==> config.mk <==
export PLATFORM = sky130hd
export DESIGN_NAME = halfband_decimator_q15
export DESIGN_NICKNAME = d
export VERILOG_FILES = /design/src/rtl/hbd_pkg.sv /design/src/rtl/hbd_tap_cell.sv /design/src/rtl/hbd_pair_mac.sv /design/src/rtl/halfband_decimator_q15.sv
export VERILOG_INCLUDE_DIRS = /design/src /design/src/rtl
export SDC_FILE = /design/constraint.sdc
export NUM_CORES = 2
export LEC_CHECK = 0
export BUFFER_PORTS_ARGS = -buffer_cell sky130_fd_sc_hd__buf_2
export CAP_MARGIN = 20
export CORE_MARGIN = 4
export CORE_UTILIZATION = 67
export CTS_CLUSTER_DIAMETER = 120
export CTS_CLUSTER_SIZE = 40
export DETAILED_ROUTE_END_ITERATION = 10
export PLACE_DENSITY = 0.94
export SYNTH_ARGS = -nofsm -noshare
export SYNTH_HDL_FRONTEND = slang
export SYNTH_SLANG_ARGS = --single-unit
==> constraint.sdc <==
create_clock -name clock -period 8.98 [get_ports clock]
set_input_delay 1.796 -clock clock [delete_from_list [all_inputs] [get_ports clock]]
set_output_delay 1.796 -clock clock [all_outputs]
set_load 0.05 [all_outputs]
==> src/rtl/halfband_decimator_q15_defines.svh <==
// assertion macros shared by the half-band decimator rtl
// no dependencies
`ifndef HALFBAND_DECIMATOR_Q15_DEFINES_SVH
`define HALFBAND_DECIMATOR_Q15_DEFINES_SVH

// condition holds in the same cycle
`define HBD_ASSERT_NOW(label, clk, rst, ante, cons) \
   label: assert property (@(posedge clk) disable iff (rst) (ante) |-> (cons)) \
      else $error("halfband decimator assertion failed");

// condition holds in the following cycle
`define HBD_ASSERT_NEXT(label, clk, rst, ante, cons) \
   label: assert property (@(posedge clk) disable iff (rst) (ante) |=> (cons)) \
      else $error("halfband decimator assertion failed");

`endif

==> src/rtl/hbd_pkg.sv <==
// shared constants and types for the half-band decimator
// no dependencies
package hbd_pkg;

   localparam int TAP_COUNT  = 15;
   localparam int SAMPLE_W   = 16;
   localparam int COEF_W     = 16;
   localparam int PRE_W      = SAMPLE_W + 1;
   localparam int PROD_W     = PRE_W + COEF_W;
   localparam int ACC_W      = PROD_W + 3;
   localparam int FRAC_BITS  = 15;
   localparam int COEF_COUNT = 5;
   localparam int INDEX_W    = 3;
   localparam int WARM_W     = 3;

   localparam logic [WARM_W-1:0] WARM_DONE = WARM_W'(7);
   localparam logic signed [ACC_W-1:0] ROUND_BIAS = ACC_W'(1 << 14);

   localparam logic signed [COEF_W-1:0] OUTER_RESET  = -16'sd108;
   localparam logic signed [COEF_W-1:0] FAR_RESET    = 16'sd1800;
   localparam logic signed [COEF_W-1:0] MID_RESET    = -16'sd500;
   localparam logic signed [COEF_W-1:0] NEAR_RESET   = 16'sd7000;
   localparam logic signed [COEF_W-1:0] CENTRE_RESET = 16'sd16384;

   typedef enum logic [INDEX_W-1:0] {
      REG_OUTER  = 3'd0,
      REG_FAR    = 3'd1,
      REG_MID    = 3'd2,
      REG_NEAR   = 3'd3,
      REG_CENTRE = 3'd4
   } reg_index_type;

endpackage

==> src/rtl/hbd_tap_cell.sv <==
// one delay line cell: holds a sample and passes it to its neighbor
// depends on hbd_pkg
module hbd_tap_cell (
   input  logic                                clock,
   input  logic                                reset,
   input  logic                                shift,
   input  logic signed [hbd_pkg::SAMPLE_W-1:0] sample_in,
   output logic signed [hbd_pkg::SAMPLE_W-1:0] sample_out
);

   logic signed [hbd_pkg::SAMPLE_W-1:0] sample_ff;
   logic signed [hbd_pkg::SAMPLE_W-1:0] sample_in_mux;

   assign sample_in_mux = shift ? sample_in : sample_ff;

   always_ff @(posedge clock) begin
      if (reset) begin
         sample_ff <= '0;
      end else begin
         sample_ff <= sample_in_mux;
      end
   end

   assign sample_out = sample_ff;

endmodule

==> src/rtl/hbd_pair_mac.sv <==
// symmetric pair pre-add and coefficient multiply, registered product
// depends on hbd_pkg
module hbd_pair_mac (
   input  logic                                clock,
   input  logic                                enable,
   input  logic signed [hbd_pkg::SAMPLE_W-1:0] tap_a,
   input  logic signed [hbd_pkg::SAMPLE_W-1:0] tap_b,
   input  logic signed [hbd_pkg::COEF_W-1:0]   coef,
   output logic signed [hbd_pkg::PROD_W-1:0]   product
);

   logic signed [hbd_pkg::PRE_W-1:0]  pre_sum;
   logic signed [hbd_pkg::PROD_W-1:0] product_in;
   logic signed [hbd_pkg::PROD_W-1:0] product_ff;

   assign pre_sum    = hbd_pkg::PRE_W'(tap_a) + hbd_pkg::PRE_W'(tap_b);
   assign product_in = pre_sum * coef;

   always_ff @(posedge clock) begin
      if (enable) begin
         product_ff <= product_in;
      end
   end

   assign product = product_ff;

endmodule

==> src/rtl/halfband_decimator_q15.sv <==
// top level of the 15-tap half-band decimator by two, q15 arithmetic
// depends on hbd_pkg, hbd_tap_cell, hbd_pair_mac and the defines header
//
// Takes one signed sample per cycle, with no gaps required between
// transactions. After the first seven samples, every second sample yields one
// rounded, saturated output transaction, registered through the product, sum and
// rounding stages. The shifting delay line takes one sample per clock; the five
// coefficient products, their sum and the rounding each occupy one register
// stage. The whole pipeline stalls only while a finished result waits on
// rsp_ready, and then req_ready is low. Coefficient registers are written through
// the csr port; indexes five to seven are ignored.
`include "halfband_decimator_q15_defines.svh"

module halfband_decimator_q15 #(
   parameter int TAP_COUNT = hbd_pkg::TAP_COUNT
) (
   input  logic                                clock,
   input  logic                                reset,
   input  logic                                req_valid,
   output logic                                req_ready,
   input  logic signed [hbd_pkg::SAMPLE_W-1:0] req_sample_in,
   output logic                                rsp_valid,
   input  logic                                rsp_ready,
   output logic signed [hbd_pkg::SAMPLE_W-1:0] rsp_filtered_out,
   input  logic                                csr_we,
   input  logic [hbd_pkg::INDEX_W-1:0]         csr_index,
   input  logic [hbd_pkg::COEF_W-1:0]          csr_wdata
);

   localparam int CENTRE = (TAP_COUNT - 1) / 2;
   localparam int SHIFT_W = hbd_pkg::ACC_W - hbd_pkg::FRAC_BITS;

   logic signed [hbd_pkg::SAMPLE_W-1:0] taps [TAP_COUNT];
   logic signed [hbd_pkg::COEF_W-1:0]   coef_ff [hbd_pkg::COEF_COUNT];
   logic signed [hbd_pkg::PROD_W-1:0]   prod [hbd_pkg::COEF_COUNT];

   logic                               advance;
   logic                               accept;
   logic                               emit;
   logic [hbd_pkg::WARM_W-1:0]         warm_ff, warm_in;
   logic                               phase_ff, phase_in;
   logic                               v0_ff, v0_in;
   logic                               v1_ff;
   logic                               v2_ff;
   logic                               rsp_valid_ff;
   logic signed [hbd_pkg::ACC_W-1:0]   acc_ff, acc_in;
   logic signed [SHIFT_W-1:0]          shifted;
   logic signed [hbd_pkg::SAMPLE_W-1:0] out_ff, out_in;

   assign advance   = !rsp_valid_ff || rsp_ready;
   assign req_ready = advance;
   assign accept    = req_valid && advance;

   // coefficient registers
   always_ff @(posedge clock) begin
      if (reset) begin
         coef_ff[hbd_pkg::REG_OUTER]  <= hbd_pkg::OUTER_RESET;
         coef_ff[hbd_pkg::REG_FAR]    <= hbd_pkg::FAR_RESET;
         coef_ff[hbd_pkg::REG_MID]    <= hbd_pkg::MID_RESET;
         coef_ff[hbd_pkg::REG_NEAR]   <= hbd_pkg::NEAR_RESET;
         coef_ff[hbd_pkg::REG_CENTRE] <= hbd_pkg::CENTRE_RESET;
      end else if (csr_we) begin
         case (hbd_pkg::reg_index_type'(csr_index))
            hbd_pkg::REG_OUTER:  coef_ff[hbd_pkg::REG_OUTER]  <= csr_wdata;
            hbd_pkg::REG_FAR:    coef_ff[hbd_pkg::REG_FAR]    <= csr_wdata;
            hbd_pkg::REG_MID:    coef_ff[hbd_pkg::REG_MID]    <= csr_wdata;
            hbd_pkg::REG_NEAR:   coef_ff[hbd_pkg::REG_NEAR]   <= csr_wdata;
            hbd_pkg::REG_CENTRE: coef_ff[hbd_pkg::REG_CENTRE] <= csr_wdata;
            default: ;
         endcase
      end
   end

   // delay line
   for (genvar k = 0; k < TAP_COUNT; k++) begin : g_tap
      logic signed [hbd_pkg::SAMPLE_W-1:0] cell_in;
      if (k == 0) begin : g_head
         assign cell_in = req_sample_in;
      end else begin : g_body
         assign cell_in = taps[k-1];
      end
      hbd_tap_cell u_cell (
         .clock      (clock),
         .reset      (reset),
         .shift      (accept),
         .sample_in  (cell_in),
         .sample_out (taps[k])
      );
   end

   // warmup and decimation phase
   always_comb begin
      warm_in  = warm_ff;
      phase_in = phase_ff;
      emit     = 1'b0;
      if (accept) begin
         if (warm_ff != hbd_pkg::WARM_DONE) begin
            warm_in = warm_ff + 1'b1;
         end else if (phase_ff) begin
            phase_in = 1'b0;
         end else begin
            phase_in = 1'b1;
            emit     = 1'b1;
         end
      end
   end

   assign v0_in = emit;

   // products from the state left by the last sample
   hbd_pair_mac u_mac_outer (
      .clock (clock), .enable (advance),
      .tap_a (taps[CENTRE-7]), .tap_b (taps[CENTRE+7]),
      .coef  (coef_ff[hbd_pkg::REG_OUTER]), .product (prod[hbd_pkg::REG_OUTER])
   );
   hbd_pair_mac u_mac_far (
      .clock (clock), .enable (advance),
      .tap_a (taps[CENTRE-5]), .tap_b (taps[CENTRE+5]),
      .coef  (coef_ff[hbd_pkg::REG_FAR]), .product (prod[hbd_pkg::REG_FAR])
   );
   hbd_pair_mac u_mac_mid (
      .clock (clock), .enable (advance),
      .tap_a (taps[CENTRE-3]), .tap_b (taps[CENTRE+3]),
      .coef  (coef_ff[hbd_pkg::REG_MID]), .product (prod[hbd_pkg::REG_MID])
   );
   hbd_pair_mac u_mac_near (
      .clock (clock), .enable (advance),
      .tap_a (taps[CENTRE-1]), .tap_b (taps[CENTRE+1]),
      .coef  (coef_ff[hbd_pkg::REG_NEAR]), .product (prod[hbd_pkg::REG_NEAR])
   );
   hbd_pair_mac u_mac_centre (
      .clock (clock), .enable (advance),
      .tap_a (taps[CENTRE]), .tap_b ('0),
      .coef  (coef_ff[hbd_pkg::REG_CENTRE]), .product (prod[hbd_pkg::REG_CENTRE])
   );

   assign acc_in = hbd_pkg::ACC_W'(prod[hbd_pkg::REG_OUTER])
                 + hbd_pkg::ACC_W'(prod[hbd_pkg::REG_FAR])
                 + hbd_pkg::ACC_W'(prod[hbd_pkg::REG_MID])
                 + hbd_pkg::ACC_W'(prod[hbd_pkg::REG_NEAR])
                 + hbd_pkg::ACC_W'(prod[hbd_pkg::REG_CENTRE])
                 + hbd_pkg::ROUND_BIAS;

   // round and saturate
   assign shifted = acc_ff[hbd_pkg::ACC_W-1:hbd_pkg::FRAC_BITS];

   always_comb begin
      if (shifted > SHIFT_W'(32767)) begin
         out_in = 16'sh7fff;
      end else if (shifted < -SHIFT_W'(32768)) begin
         out_in = 16'sh8000;
      end else begin
         out_in = shifted[hbd_pkg::SAMPLE_W-1:0];
      end
   end

   always_ff @(posedge clock) begin
      if (advance) begin
         acc_ff <= acc_in;
         out_ff <= out_in;
      end
   end

   always_ff @(posedge clock) begin
      if (reset) begin
         warm_ff      <= '0;
         phase_ff     <= 1'b0;
         v0_ff        <= 1'b0;
         v1_ff        <= 1'b0;
         v2_ff        <= 1'b0;
         rsp_valid_ff <= 1'b0;
      end else begin
         warm_ff  <= warm_in;
         phase_ff <= phase_in;
         if (advance) begin
            v0_ff        <= v0_in;
            v1_ff        <= v0_ff;
            v2_ff        <= v1_ff;
            rsp_valid_ff <= v2_ff;
         end
      end
   end

   assign rsp_valid        = rsp_valid_ff;
   assign rsp_filtered_out = out_ff;

   `HBD_ASSERT_NOW(a_phase_after_warmup, clock, reset, warm_ff != hbd_pkg::WARM_DONE, !phase_ff)
   `HBD_ASSERT_NEXT(a_warmup_silent, clock, reset, accept && warm_ff != hbd_pkg::WARM_DONE, !v0_ff)
   `HBD_ASSERT_NEXT(a_odd_phase_silent, clock, reset, accept && phase_ff, !v0_ff)
   `HBD_ASSERT_NOW(a_gap_mult_sum, clock, reset, v1_ff, !v2_ff)
   `HBD_ASSERT_NOW(a_gap_sum_out, clock, reset, v2_ff, !rsp_valid_ff)

endmodule

==> reports/results.tsv <==
metric	value	unit
synth-simple-area-share	14.5	%
synth_compound_area_share	6.41	%
tightestPinTransition	1.17	ns
fin_crit	8.80	ns
drtPass1Iterations	8	
crit_type	flop to flop	
hold_start	g_tap[3].u_cell.sample_out[8]	
layout.nets	9861	
finalSetupViolations	0	
hold_path_class	flop to flop	
final_hold_viol_count	0	
seq_area_frac_synth	17.8	%
p_per_area	173	mW/mm^2
finalCritPeriodShare	98.0	%
startpoint_type	flop	
rrSetupSlack	0.18	ns
grt_overflow	0	
cts_tree	yes	
syn_avg_cell_area	9.49	sq um
drive_above_1_share	3.68	%
synth_seq_cells	529	
synthMuxAreaShare	0.0583	%
cp_common_cell	fa_1	
swShare	46.4	%
ctsLongestPathBuffers	3	
worst_ep_required_time	9.32	ns
syn_area	0.0751	sq mm
ant_nets	0	
skew	0.0794	ns
drt-met1-wl	70400	um
yosys.area_share.xor_xnor	2.76	%
grt_pass1_vias	60900	
status	complete, no violations	
cts_sinks	529	
met3_length	24600	um
r2r-end	u_mac_outer.product[31]	
die_h	343	um
num_vias	56000	
yosys_warnings	0	
grt_max_degree	118	
routedWlPerCell	21.5	um
viasPerCell	6.00	
multi_input_area	0.0545	sq mm
cp-end-kind	flop	
numPortBuffers	57	
die_x	343	um
synth_flop_cell	edfxtp_1	
reg2reg_depth	31	
vdd_drop_max	0.436	mV
slowest_stage	xnor2_2	
area_delta_synth_final	4.03	%
grt_pass1_wl	321000	um
gr-usage-all-layers	35.0	%
ff_latch_area	0.0134	sq mm
start_util	67.7	%
fp.dieArea	0.118	sq mm
synthArstFlopShare	0	%
seq_power_share	27.5	%
synth_fa_ha_area_share	48.3	%
fin_util	70.4	%
synth_nets	9975	
top_layer	met5	
rows	122	
final_max_slew_viol_count	0	
final_cell_mix	1741 x inv_1, 1465 x fa_1, 1196 x nand2_1	
wl	201000	um
synth_top_family_by_area	adder cells	
htree_levels	1	
core_area	0.111	sq mm
fillers	7385	
yosysUniqueCellTypes	77	
max_slew_margin	21.4	%
placed_cells	9249	
gp_routability_congestion	1.01	
critical_path.max_fanout	16	
final_common_cell	inv_1	
max_stage_delay	0.81	ns
holdPathEnd	g_tap[4].u_cell.sample_out[8]	
met2_length	92500	um
holdPathStages	2	
dpl.hpwl	160000	um
antenna_found_initial	18	
stdcell_count	9320	
synth_edf_count	281	
synth_cells	7916	
clk_pin_slew	0.15	ns
rr_startpoint	g_tap[0].u_cell.sample_out[1]	
p_int	0.00726	W
drc	0	
max_cap_violations	0	
root_buffer	clkbuf_16	
rsz0062_at_grt	yes	
p_comb_share	62.7	%
cts_buffers	20	
max_freq	114	MHz
clkPwrFrac	9.8	%
setup_tns	0	ns
drt_iter0_markers	5636	
clkLatencyLatePin	0.62	ns
holdWs	0.423	ns
leakagePower	37.8	nW
arrival	9.14	ns
ios	58	
p_switching	0.00628	W
## synthesized netlist by cell type, types with 9 or more instances
cell,n,share of area [%]
inv_1,1744,8.7
fa_1,1469,39
nand2_1,1197,6.0
and2_1,589,4.9
ha_1,550,9.2
a21oi_1,386,2.6
edfxtp_1,281,11
clkbuf_1,276,1.4
dfxtp_1,248,6.6
nor2_1,188,0.94
xnor2_1,187,2.2
o21ai_0,91,0.61
a21o_1,77,0.77
nor2b_1,71,0.59
nand2b_1,70,0.58
nand3_1,58,0.39
xor2_1,50,0.58
nor3_1,45,0.30
o21a_1,34,0.34
o21bai_1,34,0.34
and3_1,32,0.27
a211oi_1,27,0.27
a31oi_1,18,0.15
o211ai_1,16,0.16
buf_1,14,0.070
or3_1,13,0.11
nand4_1,11,0.092
o21ai_1,10,0.067
or2_2,10,0.083
a211o_1,9,0.10
## layer usage
layer | vias to the layer above | GRT usage (%)
li1 | 23600 | -
met2 | 3648 | 55.5
met5 | - | 0
met3 | 897 | 9.25
met1 | 27800 | 44.3
met4 | 10 | 19.0
## worst max-delay path: cells and delay by family, from the launching register on
family	cells	cell delay, ns
AOI/OAI and AO/OA	15	3.12
xor gates and xnor gates	2	0.93
adders and majority gates	8	3.41
buffers and inverters	5	0.43
DFF	1	0.37
and+or+nand+nor	1	0.28
## power by group through the flow
stage	registers [W]	clock network [W]	logic [W]
6_report	0.00372	0.00133	0.00848
3_5_place_dp	0.00373	0	0.00824
3_3_place_gp	0.00372	0	0.00779
2_1_floorplan	0.00353	0	0.00605
4_1_cts	0.00368	0.00132	0.00832
5_1_grt	0.00372	0.00140	0.00938
## repair_timing
action | CTS | global route
buffers inserted | 0 | 17
hold buffers | 0 | 0
endpoints found under the setup margin | 1 | 34
pin swaps | 0 | 21
resized for setup | 2 | 77
## cells by family (layout without fill, tap and decap cells)
family                   after synthesis  after routing
XOR/XNOR                             237            237
other                                  0             16
AO/OA/AOI/OAI                        785            785
AND/OR/NAND/NOR                     2307           2307
buffers and inverters               2035           1935
flip-flops                           529            529
multiplexers                           4              4
adder cells (fa/ha/maj)             2019           2019
## area by class of cell
type | instances | share of cell area, %
multi-input cells | 5352 | 69.7
flip-flops and latches | 529 | 17.2
inverters | 1744 | 8.39
well taps | 1488 | 2.38
repair buffers | 155 | 1.41
clock buffers | 27 | 0.701
clock inverters | 9 | 0.229
diodes | 16 | 0.0512
## flip-flops by register name, indices dropped and copies added (netlist names), 3 cells and up
signal,flops
rsp_filtered_out,16
g_tap.u_cell.sample_out,240
u_mac_mid.product,33
u_mac_far.product,33
u_mac_centre.product,32
acc_ff,21
u_mac_near.product,33
u_mac_outer.product,33
coef_ff,80
warm_ff,3
## through the flow
stage          power (W)  setup slack, ns  cell area (sq um)
5_1_grt           0.0145           -0.165              78100
3_5_place_dp      0.0120           0.0355              76900
3_3_place_gp      0.0115            0.275              76900
6_report          0.0135            0.181              78200
4_1_cts           0.0133           0.0233              77700
2_1_floorplan    0.00958            0.665              75100
## worst max-delay path by stage
stage                                              from                 endpoint  slack, ns  depth (start not counted)
after CTS                 g_tap[0].u_cell.sample_out[1]  u_mac_outer.product[31]       0.02                         32
final                     g_tap[0].u_cell.sample_out[1]  u_mac_outer.product[31]       0.18                         31
after global routing      g_tap[0].u_cell.sample_out[1]  u_mac_outer.product[32]      -0.16                         32
after global placement    g_tap[6].u_cell.sample_out[0]   u_mac_near.product[31]       0.28                         34
after floorplan           g_tap[6].u_cell.sample_out[0]   u_mac_near.product[31]       0.67                         33
after detailed placement  g_tap[0].u_cell.sample_out[1]  u_mac_outer.product[32]       0.04                         32
Note: power is estimated with default switching activity, not from simulation.
